<file path="config.mk">
export PLATFORM = sky130hd
export DESIGN_NAME = cct_type_ram
export DESIGN_NICKNAME = d
export VERILOG_FILES = /design/src/rtl/cct_pkg.sv /design/src/rtl/cct_type_ram.sv
export SDC_FILE = /design/constraint.sdc
export NUM_CORES = 1
export LEC_CHECK = 0
export ABC_AREA = 1
export BUFFER_PORTS_ARGS = -buffer_cell sky130_fd_sc_hd__buf_2
export CORE_MARGIN = 3
export CORE_UTILIZATION = 55
export DETAILED_ROUTE_END_ITERATION = 7
export PLACE_DENSITY_LB_ADDON = 0.05
export SLEW_MARGIN = 20
export SYNTH_ARGS = -nofsm -noshare
export SYNTH_HDL_FRONTEND = slang
export SYNTH_SLANG_ARGS = --single-unit
</file>
<file path="constraint.sdc">
create_clock -name clk_i -period 2.6 [get_ports clk_i]
set_clock_uncertainty 0.15 [all_clocks]
set_input_delay 0.39 -clock clk_i [delete_from_list [all_inputs] [get_ports clk_i]]
set_output_delay 0.39 -clock clk_i [all_outputs]
set_load 0.03 [all_outputs]
</file>
<file path="src/rtl/cct_pkg.sv">
package cct_pkg;

  localparam int MAX_COLUMNS = 64;
  localparam int COL_W       = $clog2(MAX_COLUMNS + 1);
  localparam int ADDR_W      = $clog2(MAX_COLUMNS);

  localparam logic [7:0] CHAR_NL    = 8'd10;
  localparam logic [7:0] CHAR_COMMA = 8'd44;
  localparam logic [7:0] CHAR_DOT   = 8'd46;
  localparam logic [7:0] CHAR_ZERO  = 8'd48;
  localparam logic [7:0] CHAR_NINE  = 8'd57;

  typedef enum logic [1:0] {
    KIND_INT    = 2'd0,
    KIND_DOUBLE = 2'd1,
    KIND_STRING = 2'd2,
    KIND_EMPTY  = 2'd3
  } cell_kind_e;

  typedef enum logic [1:0] {
    ST_OK    = 2'd0,
    ST_TYPE  = 2'd1,
    ST_COUNT = 2'd2,
    ST_WIDE  = 2'd3
  } status_e;

  // Type table access: one write and one read port
  typedef struct packed {
    logic              we;
    logic [ADDR_W-1:0] waddr;
    cell_kind_e        wdata;
    logic              re;
    logic [ADDR_W-1:0] raddr;
  } ram_req_t;

endpackage

</file>
<file path="src/rtl/cct_type_ram.sv">
module cct_type_ram import cct_pkg::*; (
  input  logic       clk_i,
  input  ram_req_t   req_i,
  output cell_kind_e rdata_o
);

  cell_kind_e mem_q [MAX_COLUMNS];

  // Read-first: a read never meets a write to the same entry in one cycle
  always_ff @(posedge clk_i) begin
    if (req_i.we) begin
      mem_q[req_i.waddr] <= req_i.wdata;
    end
    if (req_i.re) begin
      rdata_o <= mem_q[req_i.raddr];
    end
  end

endmodule

</file>
* After elaboration in Yosys (flattened, before gate mapping)
Memory sizes are Yosys's and may differ from the RTL's. A register that Yosys moved wholly into a read port is not among the register bits.
Cells that the tools add are included.
** Word-level totals
- Logic and storage cells :: 3
- Memories kept :: 1
- Bits in registers :: 0
- Bits in writable memories :: 128
** Operators by class
- Muxes and demuxes :: 2
** Memory list
- mem_q :: depth 64, bits a word 2, rd ports 1, clocked after Yosys merged registers in 1, write ports 1, RTL line cct_type_ram.sv:7 : cell_kind_e mem_q [MAX_COLUMNS];
** Operator list (count)
- $mux 1 :: 2

* Logic depth before layout (Yosys ltp)
- Depth in word-level cells :: 2
- Depth in mapped cells :: 10
- Gate-level depth less buffers :: 9

* Least setup slack after synthesis
OpenSTA, ideal clock, no wires.
- Kind :: input to register
- From :: input req_i[11] (netlist name)
- To :: memory mem_q[52][0] (netlist name) (enable)
- Setup slack :: 936 ps
- Cell stages on the path :: 3
- Path buffers :: 1
- Setup time :: 349 ps
- Required time :: 2101 ps
- Arrival time :: 1165 ps
- Path through :: clkbuf_1 > inv_1 > nor4_1
** RTL lines
- start, declared :: RTL line cct_type_ram.sv:3 : input ram_req_t req_i,
- end, declared :: RTL line cct_type_ram.sv:7
Straight into the memory's write port.

* Final worst setup path
- From :: register rdata_o[0], read port of mem_q
- To :: output rdata_o[0]
** RTL lines
- start, declared :: RTL line cct_type_ram.sv:4 : output cell_kind_e rdata_o
No word-level cell between the ends.

==> report_table.html <==
<table>
<tr><th>Metric</th><th>Value</th></tr>
<tr><th colspan="2">Place</th></tr>
<tr><td>Area of placed instances</td><td>between 5000 and 6000 µm²</td></tr>
<tr><td>Estimated wirelength of the detail-placed design</td><td>roughly 8000 µm</td></tr>
<tr><td>Worst-case setup slack after placement</td><td>~0.55 ns</td></tr>
<tr><td>Placed cell count</td><td>~660</td></tr>
<tr><td>Placer congestion estimate</td><td>a little over 0.8</td></tr>
<tr><td>Port bufs</td><td>18</td></tr>
<tr><th colspan="2">Finish</th></tr>
<tr><td>Share of final-layout standard cells stronger than drive strength 1</td><td>between 10% and 20%</td></tr>
<tr><td>Area of combinational cells with multiple inputs</td><td>approximately 1500 µm²</td></tr>
<tr><td>Area used by sequential logic in the layout</td><td>roughly 4000 µm²</td></tr>
<tr><td>Final cell count without fillers</td><td>about 690</td></tr>
<tr><td>Antenna diode count</td><td>0</td></tr>
<tr><td>Final core utilization</td><td>65.8%</td></tr>
<tr><td>Synth-to-layout area growth</td><td>15.1%</td></tr>
<tr><td>Number of fill cells in the layout</td><td>780</td></tr>
<tr><td>Fin area</td><td>approximately 6500 µm²</td></tr>
<tr><td>Number of nets in the layout</td><td>562</td></tr>
<tr><th colspan="2">Timing</th></tr>
<tr><td>Total of endpoints with negative setup slack in the final report</td><td>0</td></tr>
<tr><td>Setup Total Neg Slack</td><td>0 ns</td></tr>
<tr><td>Max-slew violation count</td><td>0</td></tr>
<tr><td>Number of hold violations in the final report</td><td>0</td></tr>
<tr><td>Slew @ Worst Pin</td><td>~0.65 ns</td></tr>
<tr><td>Max-slew headroom at the worst pin</td><td>56.4%</td></tr>
<tr><td>RSZ-0062 raised after global routing</td><td>no</td></tr>
<tr><td>Post-layout min period</td><td>approximately 1.6 ns</td></tr>
<tr><td>Achievable Freq</td><td>614 MHz</td></tr>
<tr><td>Final setup margin</td><td>~0.97 ns</td></tr>
<tr><td>Post-route clock period utilization</td><td>62.7%</td></tr>
<tr><th colspan="2">Floorplan</th></tr>
<tr><td>Core Footprint</td><td>~9900 µm²</td></tr>
<tr><td>Number of placement rows</td><td>36</td></tr>
<tr><td>Vertical die dimension</td><td>about 110 µm</td></tr>
<tr><td>Width of the chip</td><td>approximately 110 µm</td></tr>
<tr><td>IO Count</td><td>19</td></tr>
<tr><td>Die area</td><td>approximately 11,000 µm²</td></tr>
<tr><td>Effective utilization at floorplan</td><td>around 57%</td></tr>
<tr><th colspan="2">Critical path</th></tr>
<tr><td>Reg2Reg Depth</td><td>8</td></tr>
<tr><td>End of the worst register-to-register path</td><td>rdata_o[1]</td></tr>
<tr><td>Arrival time reported for the critical path endpoint</td><td>1.09 ns</td></tr>
<tr><td>Critical-path cell list</td><td>buf_2</td></tr>
<tr><td>Top Family by Delay on Critical Path</td><td>flip-flops</td></tr>
<tr><td>Type of element launching the critical path</td><td>flip-flop</td></tr>
<tr><td>FF-to-FF Start</td><td>mem_q[51][1]</td></tr>
<tr><td>Setup CP Type</td><td>flip-flop to primary output</td></tr>
<tr><td>Reg2Reg Setup Slack</td><td>1.14 ns</td></tr>
<tr><td>Crit path max fanout</td><td>1</td></tr>
<tr><td>Data required, critical path</td><td>between 2 and 2.5 ns</td></tr>
<tr><td>Max incr delay on CP</td><td>roughly 0.38 ns</td></tr>
<tr><td>Endpoint class of the critical path</td><td>primary output</td></tr>
<tr><td>Cell at the slowest stage of the critical path</td><td>edfxtp_1</td></tr>
<tr><td>Count of buffering cells on the critical path with inverters included</td><td>1</td></tr>
<tr><th colspan="2">Synthesis</th></tr>
<tr><td>Syn_area_per_cell</td><td>between 10 and 15 µm²</td></tr>
<tr><td>Share of synthesized area occupied by flip-flops and latches</td><td>just under 70%</td></tr>
<tr><td>Netlist Area Pre-Place</td><td>~5600 µm²</td></tr>
<tr><td>Warning count from the yosys run</td><td>0</td></tr>
<tr><td>Syn_nets</td><td>roughly 540</td></tr>
<tr><td>Post-synthesis instance total</td><td>520</td></tr>
<tr><td>Yosys reg bits</td><td>130</td></tr>
<tr><td>Count of cell types in the netlist</td><td>12</td></tr>
<tr><th colspan="2">Detailed routing</th></tr>
<tr><td>Final Routed Wirelength</td><td>about 13,000 µm</td></tr>
<tr><td>Via count</td><td>a little under 4,000</td></tr>
<tr><td>Count of nets left with antenna violations after detail routing</td><td>0</td></tr>
<tr><td>WL per Instance</td><td>18.6 µm</td></tr>
<tr><td>Remaining DRCs</td><td>0</td></tr>
<tr><td>Pre-antenna DRT Iters</td><td>4</td></tr>
<tr><td>Number of vias per cell</td><td>5.70</td></tr>
<tr><td>DRT iter0 DRCs</td><td>about 320</td></tr>
<tr><th colspan="2">Outcome</th></tr>
<tr><td>Run status</td><td>complete, no violations</td></tr>
<tr><th colspan="2">Power</th></tr>
<tr><td>Power Density</td><td>between 700 and 800 nW/µm²</td></tr>
<tr><td>VDD IR max</td><td>around 500 µV</td></tr>
<tr><td>P_leak</td><td>2.37 nW</td></tr>
<tr><th colspan="2">GRT</th></tr>
<tr><td>Aggregate global routing overflow</td><td>0</td></tr>
<tr><td>Wire length of the first global-routing pass</td><td>around 21,000 µm</td></tr>
<tr><td>Global-route usage over all layers</td><td>between 20 and 25%</td></tr>
<tr><td>Initial antenna violation count</td><td>0</td></tr>
<tr><td>Via count of the first global-routing pass</td><td>around 3,900</td></tr>
<tr><td>Pin count of the biggest net entering global routing</td><td>65</td></tr>
<tr><th colspan="2">Worst hold path</th></tr>
<tr><td>Terminating pin of the worst hold path</td><td>rdata_o[0]</td></tr>
<tr><td>Number of cells traversed by the worst hold path</td><td>3</td></tr>
<tr><td>Beginning of the worst hold path</td><td>req_i[5]</td></tr>
<tr><td>Type of the worst min-delay path</td><td>primary input to flip-flop</td></tr>
<tr><th colspan="2">CTS</th></tr>
<tr><td>Setup fix buffers added after clock tree synthesis</td><td>0</td></tr>
<tr><td>Clock-pin slew on the worst setup and hold paths</td><td>around 0.060 ns</td></tr>
<tr><td>TritonCTS clock tree</td><td>built</td></tr>
<tr><td>Latest clock arrival within the worst-skew pair</td><td>around 0.52 ns</td></tr>
<tr><td>TritonCTS Sinks</td><td>130</td></tr>
<tr><td>Cells resized by post-CTS repair</td><td>0</td></tr>
<tr><td>Root cell of the clock tree</td><td>clkbuf_8</td></tr>
<tr><td>H-tree Lvls</td><td>4</td></tr>
<tr><td>Buffers from clock root to sink, at most</td><td>2</td></tr>
<tr><td>Total clock buffers created by CTS</td><td>17</td></tr>
<tr><th colspan="2">Flow run</th></tr>
<tr><td>Number of max-cap violations</td><td>0</td></tr>
</table>
cell type report:
cell class	count	area share [%]
clock buffer	18	6.44
inverter	12	0.694
multi-input combinational	350	23.1
tap	133	2.57
clock inverter	14	3.34
sequential	130	60.2
timing repair buffer	34	3.66
per-stage QoR:
step	total power, mW	hold slack (ns)
2_1_floorplan	2.56	0.339
3_3_place_gp	2.66	0.475
3_5_place_dp	2.67	0.480
4_1_cts	5.21	0.0560
5_1_grt	5.36	0.0814
6_report	5.19	0.0803
layout by cell type, fill, tap and decap left out:
cell type,netlist,routed
nand2_1,162,162
clkinvlp_4,0,1
clkbuf_1,4,1
nor2_1,56,56
buf_12,0,2
clkbuf_8,0,1
clkinv_2,0,2
nor4_1,8,8
nand3_1,115,115
clkinv_1,0,5
buf_4,5,13
dlygate4sd3_1,0,1
buf_2,13,18
edfxtp_1,130,130
bufinv_16,0,6
inv_1,11,11
nand4_1,9,9
clkbuf_16,0,16
inv_2,1,1
sequential cells by signal (all words and copies together), names as in the netlist:
register,cells
mem_q,128
rdata_o,2
worst max-delay path by stage:
stage	startpoint	to	depth (start not counted)	slack, ns
floorplan	req_i[11]	mem_q[52][0]	3	0.94
global placement	req_i[0]	rdata_o[1]	11	0.58
detailed placement	req_i[0]	rdata_o[1]	11	0.55
CTS	rdata_o[0]	rdata_o[0]	1	0.96
global route	req_i[0]	rdata_o[1]	11	0.92
finish	rdata_o[0]	rdata_o[0]	1	0.97
cells in the mapped netlist:
| cell type | number | area (µm²) |
|---|---|---|
| buf_4 | 5 | 37.5 |
| nor2_1 | 56 | 210 |
| buf_2 | 13 | 65.1 |
| nand3_1 | 115 | 576 |
| nor4_1 | 8 | 50.1 |
| buf_6 | 6 | 67.6 |
| nand2_1 | 162 | 608 |
| nand4_1 | 9 | 56.3 |
| clkbuf_1 | 4 | 15.0 |
| inv_1 | 11 | 41.3 |
| edfxtp_1 | 130 | 3900 |
| inv_2 | 1 | 3.75 |
kinds of logic after synthesis:
family | share of synthesized area, %
buf+inv | 4.09
flops | 69.3
simple gates | 26.6
where the power goes:
group	switching [mW]	total, mW	leakage (nW)	internal [mW]
logic	0.218	0.300	0.894	0.0825
registers	0.00411	2.33	1.17	2.33
clock network	0.830	2.56	0.306	1.73
per-layer routing:
layer | up-vias | global-route usage, % | wire, µm
li1 | 1867 | - | -
met1 | 1906 | 33.7 | 5530
met2 | 150 | 38.6 | 6190
met3 | 18 | 6.32 | 918
met4 | 0 | 8.58 | 209
met5 | - | 0 | 0
timing repair:
action / in CTS / in global routing
setup endpoints to repair: 0 / 0
hold buffers: 1 / 0
hold endpoints to repair: 2 / 0
No activity file was read; power rests on OpenSTA's default activity.
